[config.mk]
export PLATFORM = sky130hd
export DESIGN_NAME = tga_uncompressed_decoder
export DESIGN_NICKNAME = d
export VERILOG_FILES = /design/src/sv/tgad_pkg.sv /design/src/sv/tga_uncompressed_decoder.sv /design/src/sv/tgad_res_queue.sv
export SDC_FILE = /design/constraint.sdc
export NUM_CORES = 1
export LEC_CHECK = 0
export BUFFER_PORTS_ARGS = -buffer_cell sky130_fd_sc_hd__clkbuf_2
export CORE_MARGIN = 2
export CORE_UTILIZATION = 25
export CTS_BUF_LIST = sky130_fd_sc_hd__clkbuf_16
export DETAILED_ROUTE_END_ITERATION = 12
export HOLD_SLACK_MARGIN = 0.06
export PLACE_DENSITY = 0.39
export REMOVE_ABC_BUFFERS = 1
export SLEW_MARGIN = 30
export SYNTH_ARGS = -nofsm -noshare
export SYNTH_HDL_FRONTEND = slang
export SYNTH_SLANG_ARGS = --single-unit
[constraint.sdc]
create_clock -name i_clk -period 8.7 [get_ports i_clk]
set_input_delay 1.74 -clock i_clk [delete_from_list [all_inputs] [get_ports i_clk]]
set_output_delay 1.74 -clock i_clk [all_outputs]
set_load 0.03 [all_outputs]
[src/sv/tgad_pkg.sv]
`default_nettype none

package tgad_pkg;

    // Parser phase: header bytes, pixel bytes, then wait for end of file.
    typedef enum logic [1:0] {
        PH_HEADER = 2'd0,
        PH_PIXELS = 2'd1,
        PH_IDLE   = 2'd2
    } t_phase;

    // Result kinds (carried on tuser)
    localparam logic [1:0] KIND_INFO  = 2'd0;
    localparam logic [1:0] KIND_PIXEL = 2'd1;
    localparam logic [1:0] KIND_ERROR = 2'd2;

    // Error codes
    localparam logic [2:0] ERR_NONE         = 3'd0;
    localparam logic [2:0] ERR_HEADER_SHORT = 3'd1;
    localparam logic [2:0] ERR_BAD_SPEC     = 3'd2;
    localparam logic [2:0] ERR_ORIGIN       = 3'd3;
    localparam logic [2:0] ERR_ZERO_AREA    = 3'd4;
    localparam logic [2:0] ERR_DEPTH        = 3'd5;
    localparam logic [2:0] ERR_DATA_SHORT   = 3'd6;

    // Header byte positions
    localparam logic [4:0] POS_IMAGE_TYPE = 5'd2;
    localparam logic [4:0] POS_WIDTH_LO   = 5'd12;
    localparam logic [4:0] POS_WIDTH_HI   = 5'd13;
    localparam logic [4:0] POS_HEIGHT_LO  = 5'd14;
    localparam logic [4:0] POS_HEIGHT_HI  = 5'd15;
    localparam logic [4:0] POS_DEPTH      = 5'd16;
    localparam logic [4:0] POS_ATTR       = 5'd17;

    localparam logic [7:0] TYPE_TRUECOLOR = 8'd2;
    localparam logic [7:0] DEPTH_24       = 8'd24;
    localparam logic [7:0] DEPTH_32       = 8'd32;
    localparam int         ATTR_TOP_BIT   = 5;

    // Packed output word width: 100 bits of fields padded to 13 bytes
    localparam int OUT_DATA_W = 104;

    typedef struct packed {
        logic [1:0]  kind;
        logic [2:0]  error_code;
        logic [15:0] image_width;
        logic [15:0] image_height;
        logic        has_alpha;
        logic [15:0] column;
        logic [15:0] row;
        logic [7:0]  red;
        logic [7:0]  green;
        logic [7:0]  blue;
        logic [7:0]  alpha;
        logic        last_pixel;
    } t_result;

    // Results produced by one accepted byte: none, one or two.
    typedef struct packed {
        logic [1:0] count;
        t_result    first;
        t_result    second;
    } t_push;

endpackage

`default_nettype wire

[src/sv/tga_uncompressed_decoder.sv]
// Channel | Dir | Handshake           | Payload
// s       | in  | i_s_tvalid/o_s_tready | tdata: data_byte; tlast: end_of_file
// m       | out | o_m_tvalid/i_m_tready | tuser: kind; tlast: last_pixel;
//         |     |                     | tdata: error_code..alpha (see port)
//
// One byte is taken per cycle while input ready is high; the parser state
// advances at the handshake and its results land in a three-word queue at
// the same clock edge. A byte causes zero, one or two results (two only on
// end of file). With the sink taking one word per cycle the rate is one
// byte per cycle, except that an end-of-file byte bringing two words can
// drop input ready. Input ready drops whenever two or more words wait in
// the queue. Reset is synchronous and active low; it clears the parser and
// empties the queue. End of file rearms the parser for the next file.
`default_nettype none

module tga_uncompressed_decoder (
    input  wire logic         i_clk,
    input  wire logic         i_rst_n,
    input  wire logic         i_s_tvalid,
    output logic              o_s_tready,
    input  wire logic [7:0]   i_s_tdata,   // [7:0] data_byte
    input  wire logic         i_s_tlast,   // end_of_file
    output logic              o_m_tvalid,
    input  wire logic         i_m_tready,
    // [2:0] error_code, [18:3] image_width, [34:19] image_height,
    // [35] has_alpha, [51:36] column, [67:52] row, [75:68] red,
    // [83:76] green, [91:84] blue, [99:92] alpha, [103:100] zero
    output logic [tgad_pkg::OUT_DATA_W-1:0] o_m_tdata,
    output logic [1:0]        o_m_tuser,   // [1:0] kind
    output logic              o_m_tlast    // last_pixel
);

    // Parser state
    tgad_pkg::t_phase r_phase, n_phase;
    logic [4:0]       r_pos, n_pos;
    logic [2:0]       r_fault, n_fault;
    logic [15:0]      r_width, n_width;
    logic [15:0]      r_height, n_height;
    logic             r_four, n_four;
    logic             r_mirror, n_mirror;
    logic [15:0]      r_col, n_col;
    logic [15:0]      r_row, n_row;
    logic [1:0]       r_idx, n_idx;
    logic [7:0]       r_pix [3];
    logic [7:0]       n_pix [3];

    logic              w_accept;
    logic [7:0]        w_byte;
    logic [2:0]        w_fault_now;
    logic              w_pix_done;
    logic              w_col_wrap;
    logic              w_row_end;
    logic              w_last;
    tgad_pkg::t_phase  w_step_phase;
    logic              w_step_vld;
    logic              w_eof_vld;
    tgad_pkg::t_result w_step_res;
    tgad_pkg::t_result w_eof_res;
    tgad_pkg::t_push   w_push;
    tgad_pkg::t_result w_head;
    logic              w_room;

    assign w_accept   = i_s_tvalid && o_s_tready;
    assign w_byte     = i_s_tdata;
    assign o_s_tready = w_room;

    // Fault seen at this header byte, before precedence
    always_comb begin
        w_fault_now = tgad_pkg::ERR_NONE;
        unique case (r_pos) inside
            [5'd0:5'd7]: begin
                if (w_byte != ((r_pos == tgad_pkg::POS_IMAGE_TYPE) ?
                               tgad_pkg::TYPE_TRUECOLOR : 8'd0)) begin
                    w_fault_now = tgad_pkg::ERR_BAD_SPEC;
                end
            end
            [5'd8:5'd11]: begin
                if (w_byte != 8'd0) begin
                    w_fault_now = tgad_pkg::ERR_ORIGIN;
                end
            end
            tgad_pkg::POS_HEIGHT_HI: begin
                if ((r_width == 16'd0) || ({w_byte, r_height[7:0]} == 16'd0)) begin
                    w_fault_now = tgad_pkg::ERR_ZERO_AREA;
                end
            end
            tgad_pkg::POS_DEPTH: begin
                if ((w_byte != tgad_pkg::DEPTH_24) && (w_byte != tgad_pkg::DEPTH_32)) begin
                    w_fault_now = tgad_pkg::ERR_DEPTH;
                end
            end
            default: w_fault_now = tgad_pkg::ERR_NONE;
        endcase
    end

    // Pixel position bookkeeping; width and height are nonzero here
    assign w_pix_done = (r_idx >= (r_four ? 2'd3 : 2'd2));
    assign w_col_wrap = ({1'b0, r_col} + 17'd1) >= {1'b0, r_width};
    assign w_row_end  = ({1'b0, r_row} + 17'd1) >= {1'b0, r_height};
    assign w_last     = w_col_wrap && w_row_end;

    // Phase after this byte, before any end-of-file rearm
    always_comb begin
        w_step_phase = r_phase;
        if ((r_phase == tgad_pkg::PH_HEADER) && (r_pos == tgad_pkg::POS_ATTR)) begin
            w_step_phase = (r_fault != tgad_pkg::ERR_NONE) ? tgad_pkg::PH_IDLE :
                                                             tgad_pkg::PH_PIXELS;
        end else if ((r_phase == tgad_pkg::PH_PIXELS) && w_pix_done && w_last) begin
            w_step_phase = tgad_pkg::PH_IDLE;
        end
    end

    // Next state
    always_comb begin
        n_phase  = r_phase;
        n_pos    = r_pos;
        n_fault  = r_fault;
        n_width  = r_width;
        n_height = r_height;
        n_four   = r_four;
        n_mirror = r_mirror;
        n_col    = r_col;
        n_row    = r_row;
        n_idx    = r_idx;
        n_pix    = r_pix;
        if (w_accept) begin
            n_phase = w_step_phase;
            unique case (r_phase)
                tgad_pkg::PH_HEADER: begin
                    if (r_pos == tgad_pkg::POS_ATTR) begin
                        n_mirror = w_byte[tgad_pkg::ATTR_TOP_BIT];
                        n_pos    = 5'd0;
                        n_col    = 16'd0;
                        n_row    = 16'd0;
                        n_idx    = 2'd0;
                    end else begin
                        n_pos = r_pos + 5'd1;
                        if (r_fault == tgad_pkg::ERR_NONE) begin
                            n_fault = w_fault_now;
                        end
                        unique case (r_pos)
                            tgad_pkg::POS_WIDTH_LO:  n_width  = {8'd0, w_byte};
                            tgad_pkg::POS_WIDTH_HI:  n_width  = {w_byte, r_width[7:0]};
                            tgad_pkg::POS_HEIGHT_LO: n_height = {8'd0, w_byte};
                            tgad_pkg::POS_HEIGHT_HI: n_height = {w_byte, r_height[7:0]};
                            tgad_pkg::POS_DEPTH: begin
                                if (w_byte == tgad_pkg::DEPTH_24) begin
                                    n_four = 1'b0;
                                end else if (w_byte == tgad_pkg::DEPTH_32) begin
                                    n_four = 1'b1;
                                end
                            end
                            default: n_four = r_four;
                        endcase
                    end
                end
                tgad_pkg::PH_PIXELS: begin
                    if (!w_pix_done) begin
                        n_pix[r_idx] = w_byte;
                        n_idx        = r_idx + 2'd1;
                    end else begin
                        n_idx = 2'd0;
                        if (!w_last) begin
                            if (w_col_wrap) begin
                                n_col = 16'd0;
                                n_row = r_row + 16'd1;
                            end else begin
                                n_col = r_col + 16'd1;
                            end
                        end
                    end
                end
                tgad_pkg::PH_IDLE: begin
                    n_phase = r_phase;
                end
                default: n_phase = tgad_pkg::PH_HEADER;
            endcase
            // Rearm for the next file; pixel bytes keep their contents
            if (i_s_tlast) begin
                n_phase  = tgad_pkg::PH_HEADER;
                n_pos    = 5'd0;
                n_fault  = tgad_pkg::ERR_NONE;
                n_width  = 16'd0;
                n_height = 16'd0;
                n_four   = 1'b0;
                n_mirror = 1'b0;
                n_col    = 16'd0;
                n_row    = 16'd0;
                n_idx    = 2'd0;
            end
        end
    end

    // Results for this byte
    always_comb begin
        w_step_res = '0;
        w_step_vld = 1'b0;
        if (w_accept) begin
            unique case (r_phase)
                tgad_pkg::PH_HEADER: begin
                    if (r_pos == tgad_pkg::POS_ATTR) begin
                        w_step_vld = 1'b1;
                        if (r_fault != tgad_pkg::ERR_NONE) begin
                            w_step_res.kind       = tgad_pkg::KIND_ERROR;
                            w_step_res.error_code = r_fault;
                        end else begin
                            w_step_res.kind         = tgad_pkg::KIND_INFO;
                            w_step_res.image_width  = r_width;
                            w_step_res.image_height = r_height;
                            w_step_res.has_alpha    = r_four;
                        end
                    end
                end
                tgad_pkg::PH_PIXELS: begin
                    if (w_pix_done) begin
                        w_step_vld              = 1'b1;
                        w_step_res.kind         = tgad_pkg::KIND_PIXEL;
                        w_step_res.image_width  = r_width;
                        w_step_res.image_height = r_height;
                        w_step_res.has_alpha    = r_four;
                        w_step_res.column       = r_col;
                        w_step_res.row          = r_mirror ? (r_height - 16'd1 - r_row) : r_row;
                        w_step_res.green        = r_pix[1];
                        w_step_res.blue         = r_pix[0];
                        w_step_res.red          = r_four ? r_pix[2] : w_byte;
                        w_step_res.alpha        = r_four ? w_byte : 8'd0;
                        w_step_res.last_pixel   = w_last;
                    end
                end
                tgad_pkg::PH_IDLE: w_step_vld = 1'b0;
                default:           w_step_vld = 1'b0;
            endcase
        end

        // End of file while header or pixels are still open
        w_eof_vld            = w_accept && i_s_tlast && (w_step_phase != tgad_pkg::PH_IDLE);
        w_eof_res            = '0;
        w_eof_res.kind       = tgad_pkg::KIND_ERROR;
        w_eof_res.error_code = (w_step_phase == tgad_pkg::PH_HEADER) ?
                               tgad_pkg::ERR_HEADER_SHORT : tgad_pkg::ERR_DATA_SHORT;

        w_push.count  = {1'b0, w_step_vld} + {1'b0, w_eof_vld};
        w_push.first  = w_step_vld ? w_step_res : w_eof_res;
        w_push.second = w_eof_res;
    end

    always_ff @(posedge i_clk) begin
        if (!i_rst_n) begin
            r_phase  <= tgad_pkg::PH_HEADER;
            r_pos    <= 5'd0;
            r_fault  <= tgad_pkg::ERR_NONE;
            r_width  <= 16'd0;
            r_height <= 16'd0;
            r_four   <= 1'b0;
            r_mirror <= 1'b0;
            r_col    <= 16'd0;
            r_row    <= 16'd0;
            r_idx    <= 2'd0;
        end else begin
            r_phase  <= n_phase;
            r_pos    <= n_pos;
            r_fault  <= n_fault;
            r_width  <= n_width;
            r_height <= n_height;
            r_four   <= n_four;
            r_mirror <= n_mirror;
            r_col    <= n_col;
            r_row    <= n_row;
            r_idx    <= n_idx;
        end
    end

    // Pixel byte holding registers: payload, no reset
    always_ff @(posedge i_clk) begin
        r_pix <= n_pix;
    end

    tgad_res_queue u_queue (
        .i_clk   (i_clk),
        .i_rst_n (i_rst_n),
        .i_push  (w_push),
        .i_pop   (i_m_tready),
        .o_room  (w_room),
        .o_valid (o_m_tvalid),
        .o_head  (w_head)
    );

    assign o_m_tuser = w_head.kind;
    assign o_m_tlast = w_head.last_pixel;
    assign o_m_tdata = {4'd0, w_head.alpha, w_head.blue, w_head.green, w_head.red,
                        w_head.row, w_head.column, w_head.has_alpha,
                        w_head.image_height, w_head.image_width, w_head.error_code};

endmodule

`default_nettype wire

[src/sv/tgad_res_queue.sv]
`default_nettype none

// Three-word result queue: takes up to two words a cycle, gives one.
module tgad_res_queue (
    input  wire logic             i_clk,
    input  wire logic             i_rst_n,
    input  wire tgad_pkg::t_push  i_push,
    input  wire logic             i_pop,
    output logic                  o_room,
    output logic                  o_valid,
    output tgad_pkg::t_result     o_head
);

    localparam int DEPTH = 3;

    tgad_pkg::t_result r_ent [DEPTH];
    tgad_pkg::t_result n_ent [DEPTH];
    logic [1:0]        r_count;
    logic [1:0]        n_count;
    logic [1:0]        w_mid;
    logic              w_pop;

    assign w_pop   = i_pop && (r_count != 2'd0);
    assign w_mid   = r_count - {1'b0, w_pop};
    assign o_room  = (r_count <= 2'd1);
    assign o_valid = (r_count != 2'd0);
    assign o_head  = r_ent[0];

    always_comb begin
        for (int i = 0; i < DEPTH; i++) begin
            if (w_pop && (i < DEPTH - 1)) begin
                n_ent[i] = r_ent[i + 1];
            end else begin
                n_ent[i] = r_ent[i];
            end
            if ((i == int'(w_mid)) && (i_push.count != 2'd0)) begin
                n_ent[i] = i_push.first;
            end
            if ((i == int'(w_mid) + 1) && (i_push.count == 2'd2)) begin
                n_ent[i] = i_push.second;
            end
        end
        n_count = w_mid + i_push.count;
    end

    always_ff @(posedge i_clk) begin
        if (!i_rst_n) begin
            r_count <= 2'd0;
        end else begin
            r_count <= n_count;
        end
    end

    always_ff @(posedge i_clk) begin
        r_ent <= n_ent;
    end

endmodule

`default_nettype wire

==> results of run 1 <==
## placed cells by master (no fill, tap or decap), types with 52 or more instances in the layout
cell	n
o21ai_1	56
nand2_1	567
inv_1	77
clkbuf_2	117
ha_1	62
nor2_1	82
and3_1	101
a211oi_1	52
a31oi_1	59
nand3_1	161
dfxtp_1	380
a21oi_1	152
## worst max-delay path by stage
| stage | start | to | slack, ps |
|---|---|---|---|
| floorplan | i_m_tready | u_queue.r_ent[203] | -3160 |
| global placement | r_row[0] | u_queue.o_head[100] | 2210 |
| detailed placement | r_row[0] | u_queue.o_head[99] | 2260 |
| CTS | r_row[0] | u_queue.o_head[100] | 2270 |
| global route | r_row[0] | u_queue.o_head[100] | 1870 |
| finish | r_row[0] | u_queue.o_head[100] | 2340 |
## per-layer routing
layer | track usage (%) | part of all wire [%] | vias up
li1 | - | - | 8357
met1 | 20.6 | 46 | 8262
met2 | 26.3 | 47 | 349
met3 | 2.54 | 4.5 | 88
met4 | 4.79 | 2.5 | 0
met5 | 0 | 0 | -
## logic make-up after synthesis
group / after synthesis / share of synthesized area (%)
other: 1 / 0.0187
muxes: 40 / 2.00
and+or+nand+nor: 1054 / 24.0
xor gates and xnor gates: 39 / 1.70
AOI/OAI and AO/OA: 520 / 16.7
DFF: 413 / 42.8
buffers and inverters: 355 / 8.84
adders and majority gates: 63 / 3.96
## per-stage QoR
stage | area, sq um | hold slack (ps) | setup TNS [ps] | std cells
6_report | 22300 | 447 | 0 | 3478
3_3_place_gp | 20800 | 432 | 0 | 3391
2_1_floorplan | 18600 | 423 | -738880 | 2203
3_5_place_dp | 20800 | 440 | 0 | 3392
5_1_grt | 22300 | 465 | 0 | 3478
4_1_cts | 22300 | 449 | 0 | 3476
## worst max-delay path, stage by stage, from the launching register on
cell       delay, ps
dfxtp_1          450
ha_1             290
and4_1           310
nand4_4          170
or4_1            580
nor3_1           220
xnor2_1          180
ha_1             290
nand3_1          100
nor3_1            80
a22o_1           270
a2111oi_4        450
a21boi_1         210
a211oi_1         350
inv_1             90
ha_1             230
nor2_1           530
nand2_8          490
buf_4            530
nand2_1          230
## registers in the layout (all words and copies together) (netlist names)
signal	flops
u_queue.r_count	2
r_pos	5
r_pix	24
r_fault	3
u_queue.r_ent	206
r_col	16
r_phase	2
r_idx	2
r_height	16
r_width	16
u_queue.o_head	103
r_mirror	1
r_row	16
r_four	1
## where the power goes
| part | internal, W | switching, W |
|---|---|---|
| clock | 0.00111 | 0.000844 |
| combinational | 0.000689 | 0.00140 |
| sequential | 0.00239 | 0.000259 |
## cell type report
type                       instances  area, sq um  area share, %
sequential                       413         8600           38.5
clock buffer                      48         1200           5.38
timing repair buffer             141          815           3.65
multi-input combinational       1720         9860           44.2
inverter                          70          268           1.20
tap                             1050         1310           5.89
clock inverter                    36          268           1.20
==> flow_summary.ini, run 1 <==
[run_status]
status = finished, final reports clean

[detailed_routing]
drt_pass1_iterations = 6
viasPerCell = 4.90
vias = 17056
drt_iter0_markers = 1080
drc = 0
wl_per_cell_um = 19.0
totalWireLength_mm = 66.1
ant_nets = 0

[synthesis]
yosysMostFrequentCell = nand2_1
synth_edf_count = 33
synth_area_leaders = dfxtp_1 38%, nand2_1 11%, edfxtp_1 4.9%
synth-seq-cells = 413
netlist_area_sq_um = 20100
synth_cell_types = 72
synth_ff_type = dfxtp_1
ys_warn_count = 0
ys_seq_area_share_pct = 42.8
synth_top_area_cell = dfxtp_1
syn_inst = 2485
async_reset_ff_share_pct = 0
synth_top_area_share_pct = 37.8
avgSynthCellArea_sq_um = 8.09
yosys-top-cells-count = 570 x nand2_1, 380 x dfxtp_1, 162 x nand3_1, 153 x clkbuf_1, 152 x a21oi_1

[grt]
grt_use_total_pct = 15.7
grt_pass1_vias = 16753
grt_antenna_before_repair = 0
overflow = 0
grt_pass1_wl_mm = 102
grt_max_degree = 129

[clock_network]
post_cts_buffers = 0
cts_resized = 0
clkTransAtPathRegs_ps = 60
clock_path_buffers = 3
hold_buffers = 0
clk_latency_ps = 600
cts_root_buf = clkbuf_16
htree_levels = 2
cts_sinks = 413
cts_buffers = 48
tritoncts = built

[min_path]
hold_start = u_queue.r_ent[101]
hold_end = u_queue.r_ent[101]
hold_path_class = register to register
hold_depth = 2

[cells_and_area]
n_antenna_cell = 0
drive_gt1_share_pct = 9.72
fill_cells = 8509
fin_util_pct = 28.2
fin_nets = 2470
syn_to_final_growth_pct = 11.0

[timing]
skew_ps = 34.9
fin_ws_ps = 2340
finalCritPeriodShare_pct = 73.0
rsz0062_at_grt = no
setup_viol = 0
tightest_slew_ps = 984
slew_headroom_pct = 34.0
fmax_ghz = 0.157
final.min_clock_period_ps = 6360
finalHoldViolations = 0
finalMaxSlewViolations = 0

[worst_setup_path]
timing.rr.end = u_queue.o_head[100]
rrSetupSlack_ps = 2340
end_kind = register
required_ps = 8970
worstPathArrival_ps = 6630
r2r-start = r_row[0]
start_kind = register
reg2reg_depth = 19
worstPathMaxFanout = 85
criticalPathCategory = register to register

[floorplan]
rows = 103
die_area_sq_um = 82700
die_h_um = 288
start_util_pct = 25.4
placeableCoreArea_sq_um = 79300
die_w_um = 288
ios = 122

[placement]
numPortBuffers = 117
gp_congestion = 0.838
dp_slack_ps = 2260
place_hpwl_mm = 41.3

[flow_run]
maxCapViolCount = 0

[power_and_ir_drop]
p_total_w = 0.00669
vdd_ir_drop_max_mv = 0.149
p_leak_nw = 8.54
powerDensity_nw_per_um2 = 300
Power figures use the tool's default switching activity.
==> run 2, diff against run 1 <==
Settings changed: PLACE_DENSITY 0.39 to 0.4.
Clock period 8.7 ns to 5.2 ns, I/O delays scaled along.
==> run 2 against run 1 <==
Against the previous run: worst setup slack worse by 2000 ps; via count up 0.70%; wire length up 0.72%; count of clock-buffer cells in the layout up 5; sequential power up 67%; final area up 3.1%; sequential share of layout area down 1.2 points; total power up 73%; clock skew down 7.5 ps; combinational power up 73%; utilization up 0.88 points.
==> flow_summary.ini, run 2 (synthesized netlist as in run 1, its figures left out) <==
[grt]
overflow = 0
grt_max_degree = 103
grt_pass1_vias = 16648
grt_pass1_wl_mm = 101
grt_antenna_before_repair = 1
grt_use_total_pct = 15.6

[detailed_routing]
ant_nets = 0
drt_pass1_iterations = 7
drc = 0
drt_iter0_markers = 1177
totalWireLength_mm = 66.5
wl_per_cell_um = 18.8
vias = 17175
viasPerCell = 4.86

[power_and_ir_drop]
powerDensity_nw_per_um2 = 502
p_leak_nw = 8.94
p_total_w = 0.0116
vdd_ir_drop_max_mv = 0.266

[floorplan]
ios = 122
placeableCoreArea_sq_um = 79300
rows = 103
die_area_sq_um = 82700
die_w_um = 288
start_util_pct = 25.4
die_h_um = 288

[timing]
setup_viol = 0
fmax_ghz = 0.205
skew_ps = 27.4
setup_tns_ps = 0
slew_headroom_pct = 40.2
rsz0062_at_grt = no
tightest_slew_ps = 887
final.min_clock_period_ps = 4890
finalMaxSlewViolations = 0
finalHoldViolations = 0
finalCritPeriodShare_pct = 94.0

[worst_setup_path]
criticalPathCategory = register to register
rrSetupSlack_ps = 310
start_kind = register
end_kind = register
required_ps = 5710
worstPathMaxFanout = 45
worstPathArrival_ps = 5400

[cells_and_area]
fill_cells = 8448
fin_util_pct = 29.0
stdcell_area_sq_um = 23000
largest_register_ff_count = 206
final-seq-area_sq_um = 8600
fin_nets = 2517
layout_common_cells = 566 x nand2_1, 379 x dfxtp_1, 161 x nand3_1
mostFrequentLayoutCell = nand2_1
multi_input_area_sq_um = 9860
syn_to_final_growth_pct = 14.5
drive_gt1_share_pct = 12.0
top_register = u_queue.r_ent
n_antenna_cell = 0
instances_no_fill = 3533

[placement]
dp.cells = 3433
placed_area_sq_um = 21200
numPortBuffers = 117
place_hpwl_mm = 41.9
gp_congestion = 0.840

[clock_network]
clk_latency_ps = 610
htree_levels = 2
hold_buffers = 0
cts_root_buf = clkbuf_16
clkTransAtPathRegs_ps = 60
cts_buffers = 50
cts_sinks = 413
clock_path_buffers = 3
tritoncts = built

[run_status]
status = finished, final reports clean

[flow_run]
maxCapViolCount = 0

[min_path]
hold_path_class = register to register
run 2: cell count changes in the layout (fill, tap and decap cells not counted), sizes merged:
cell,before,now
inv,82,81
clkbuf,165,172
clkinvlp,0,1
clkinv,20,25
buf,24,67
run 2: power by group:
group          internal (W)  switching (W)
clock               0.00204        0.00148
combinational       0.00125        0.00237
sequential          0.00399       0.000426
run 2: layout make-up:
| class | count | area share [%] |
|---|---|---|
| multi-input combinational | 1720 | 42.8 |
| sequential | 413 | 37.4 |
| timing repair buffer | 186 | 5.86 |
| clock buffer | 53 | 5.76 |
| tap | 1050 | 5.71 |
| clock inverter | 41 | 1.34 |
| inverter | 70 | 1.16 |
run 2: repair_timing:
item,in CTS,in global routing
gates resized for setup,0,7
hold endpoints to repair,0,0
setup endpoints to repair,0,289
buffers inserted,0,3
run 2: critical path, stage by stage (launching register included):
cell       delay [ps]
dfxtp_1           330
ha_1              170
and4_1            290
nand4_4           120
or4_1             510
nor3_1            200
xnor2_1           180
ha_1              300
nand3_1           100
nor3_1             80
a22o_1            270
a2111oi_4         350
a21boi_1          160
a211oi_2          270
inv_1              80
ha_1              230
or3_4             470
buf_16            220
and3_1            200
a211oi_1          220
run 2: per-stage QoR:
| stage | setup slack, ps | hold slack [ps] |
|---|---|---|
| 2_1_floorplan | -5960 | 423 |
| 3_3_place_gp | 95.7 | 437 |
| 3_5_place_dp | 39.3 | 439 |
| 4_1_cts | 37.1 | 448 |
| 5_1_grt | 54.5 | 466 |
| 6_report | 312 | 444 |
run 2: worst paths after layout:
kind | start | to | cells past startpoint
max | r_row[0] | u_queue.r_ent[152] | 19
min | u_queue.r_ent[101] | u_queue.r_ent[101] | 2
max reg2reg | r_row[0] | u_queue.r_ent[152] | 19
min reg2reg | u_queue.r_ent[101] | u_queue.r_ent[101] | 2
run 2: per-layer routing:
metal	wire (um)	part of all wire [%]	track usage [%]	up-vias
met2	31000	47	25.8	340
met1	31000	47	20.6	8276
met4	1460	2.2	4.36	2
met5	12	0.018	0	-
li1	-	-	-	8473
met3	3070	4.6	2.88	84
==> run 3, diff against run 2 <==
--- a/config.mk
+++ b/config.mk
@@ -7,7 +7,8 @@
 export LEC_CHECK = 0
 export BUFFER_PORTS_ARGS = -buffer_cell sky130_fd_sc_hd__clkbuf_2
+export CAP_MARGIN = 20
 export CORE_MARGIN = 2
 export CORE_UTILIZATION = 25
-export CTS_BUF_LIST = sky130_fd_sc_hd__clkbuf_16
+export CTS_BUF_LIST = sky130_fd_sc_hd__clkbuf_4
 export DETAILED_ROUTE_END_ITERATION = 12
 export HOLD_SLACK_MARGIN = 0.06
==> constraint.sdc (replaced) <==
create_clock -name i_clk -period 5.2 [get_ports i_clk]
set_input_delay 0.52 -clock i_clk [delete_from_list [all_inputs] [get_ports i_clk]]
set_output_delay 0.52 -clock i_clk [all_outputs]
set_load 0.03 [all_outputs]
==> run 3 against run 2 <==
Against the previous run: via count rose by 3.7%; non-clock buffer count unchanged; combinational power down 1%; sequential share of layout area rose by 0.24 points; worst setup slack lost 44 ps; hold slack lost 230 ps; die area unchanged; clock power is 12% lower; wire length is 1.4% higher; clock skew is 48 ps higher; largest power group unchanged.
==> flow_summary.ini, run 3 (synthesized netlist as in run 1, its figures left out) <==
[timing]
finalHoldViolations = 0
setup_viol = 0
setup_tns_ps = 0
skew_ps = 75.5
final.min_clock_period_ps = 4930
fin_ws_ps = 267
tightest_slew_ps = 960
finalMaxSlewViolations = 0
finalCritPeriodShare_pct = 94.9
fmax_ghz = 0.203
slew_headroom_pct = 35.5
whs_ps = 212

[power_and_ir_drop]
vdd_ir_drop_max_mv = 0.194
p_leak_nw = 8.99
powerDensity_nw_per_um2 = 486

[worst_setup_path]
required_ps = 5970
worstPathArrival_ps = 5700
worstPathMaxFanout = 45
start_kind = register
end_kind = register
rrSetupSlack_ps = 270
criticalPathCategory = register to register

[placement]
place_hpwl_mm = 42.1
dp.cells = 3434
gp_congestion = 0.853
dp_slack_ps = 46.7
numPortBuffers = 117

[grt]
grt_antenna_before_repair = 2
grt_use_total_pct = 16.0
grt_max_degree = 91
grt_pass1_vias = 17376
overflow = 0
grt_pass1_wl_mm = 104

[detailed_routing]
wl_per_cell_um = 18.5
drt_pass1_iterations = 7
vias = 17811
totalWireLength_mm = 67.5
viasPerCell = 4.88
drt_iter0_markers = 1084
drc = 0
ant_nets = 0

[cells_and_area]
layout_common_cells = 567 x nand2_1, 380 x dfxtp_1, 185 x clkbuf_4
drive_gt1_share_pct = 15.7
largest_register_ff_count = 206
syn_to_final_growth_pct = 13.8
top_register = u_queue.r_ent
mostFrequentLayoutCell = nand2_1
fin_nets = 2585
instances_no_fill = 3648

[clock_network]
cts_sinks = 413
clock_path_buffers = 3
htree_levels = 3
cts_root_buf = clkbuf_4
clk_latency_ps = 900
cts_buffers = 118
tritoncts = built
clkTransAtPathRegs_ps = 60

[floorplan]
die_area_sq_um = 82700
die_w_um = 288
die_h_um = 288
start_util_pct = 25.4
ios = 122
placeableCoreArea_sq_um = 79300
rows = 103

[flow_run]
maxCapViolCount = 0

[run_status]
status = finished, final reports clean

[min_path]
hold_path_class = input port to register
[run 3: final timing paths]
check	from	cells after the start	end
worst max register to register	r_row[0]	20	u_queue.r_ent[159]
worst min-delay path	i_s_tdata[6]	1	r_pix[22]
worst max-delay path	r_row[0]	20	u_queue.r_ent[159]
worst min register to register	u_queue.r_ent[40]	2	u_queue.r_ent[40]
[run 3: stage by stage]
step | instance area (sq um) | power [W] | utilization (%)
after global routing | 22900 | 0.0119 | 28.9
after CTS | 22800 | 0.0113 | 28.7
after global placement | 21200 | 0.00804 | 26.8
final | 22900 | 0.0111 | 28.9
after floorplan | 18600 | 0.00687 | -
after detailed placement | 21200 | 0.00809 | 26.8
[run 3: where the power goes]
part	internal, W	total (W)	switching (W)
Sequential	0.00399	0.00442	0.000434
Clock	0.00164	0.00311	0.00146
Combinational	0.00122	0.00358	0.00236
Total	0.00686	0.0111	0.00425
[run 3: cell type report]
| cell class | instances | area [sq um] |
|---|---|---|
| Sequential cell | 413 | 8600 |
| Fill cell | 8526 | 56400 |
| Inverter | 70 | 268 |
| Clock buffer | 185 | 1390 |
| Antenna cell | 1 | 2.50 |
| Multi-Input combinational cell | 1720 | 9860 |
| Timing Repair Buffer | 186 | 1320 |
| Tap cell | 1050 | 1310 |
| Clock inverter | 23 | 123 |
[run 3: what timing repair did]
item,in CTS,in global routing
setup buffers,0,0
hold endpoints to repair,13,0
hold buffers,3,0
endpoints found under the setup margin,0,154
resized for setup,0,8
[run 3: worst max-delay path, cell delays in order (launching register included)]
cell and delay (ps):
dfxtp_1 340, ha_1 170, and4_2 290, nand4_4 120, or4_1 530, nor3_2 160
xnor2_1 170, ha_1 300, nand3_1 100, nor3_1 80, a22o_1 270, a2111oi_4 370
a21boi_1 170, a211oi_2 260, inv_1 80, ha_1 190, buf_4 140, or3_4 460
buf_16 210, and3_1 200, a211oi_1 220
[run 3: metal layers]
layer  share of wire (%)  up-vias  track usage [%]
met5               0.021        -                0
met4                 2.1        2             5.21
met3                 5.3      111             3.50
met2                  46      392             26.3
met1                  46     8614             20.6
li1                    -     8692                -
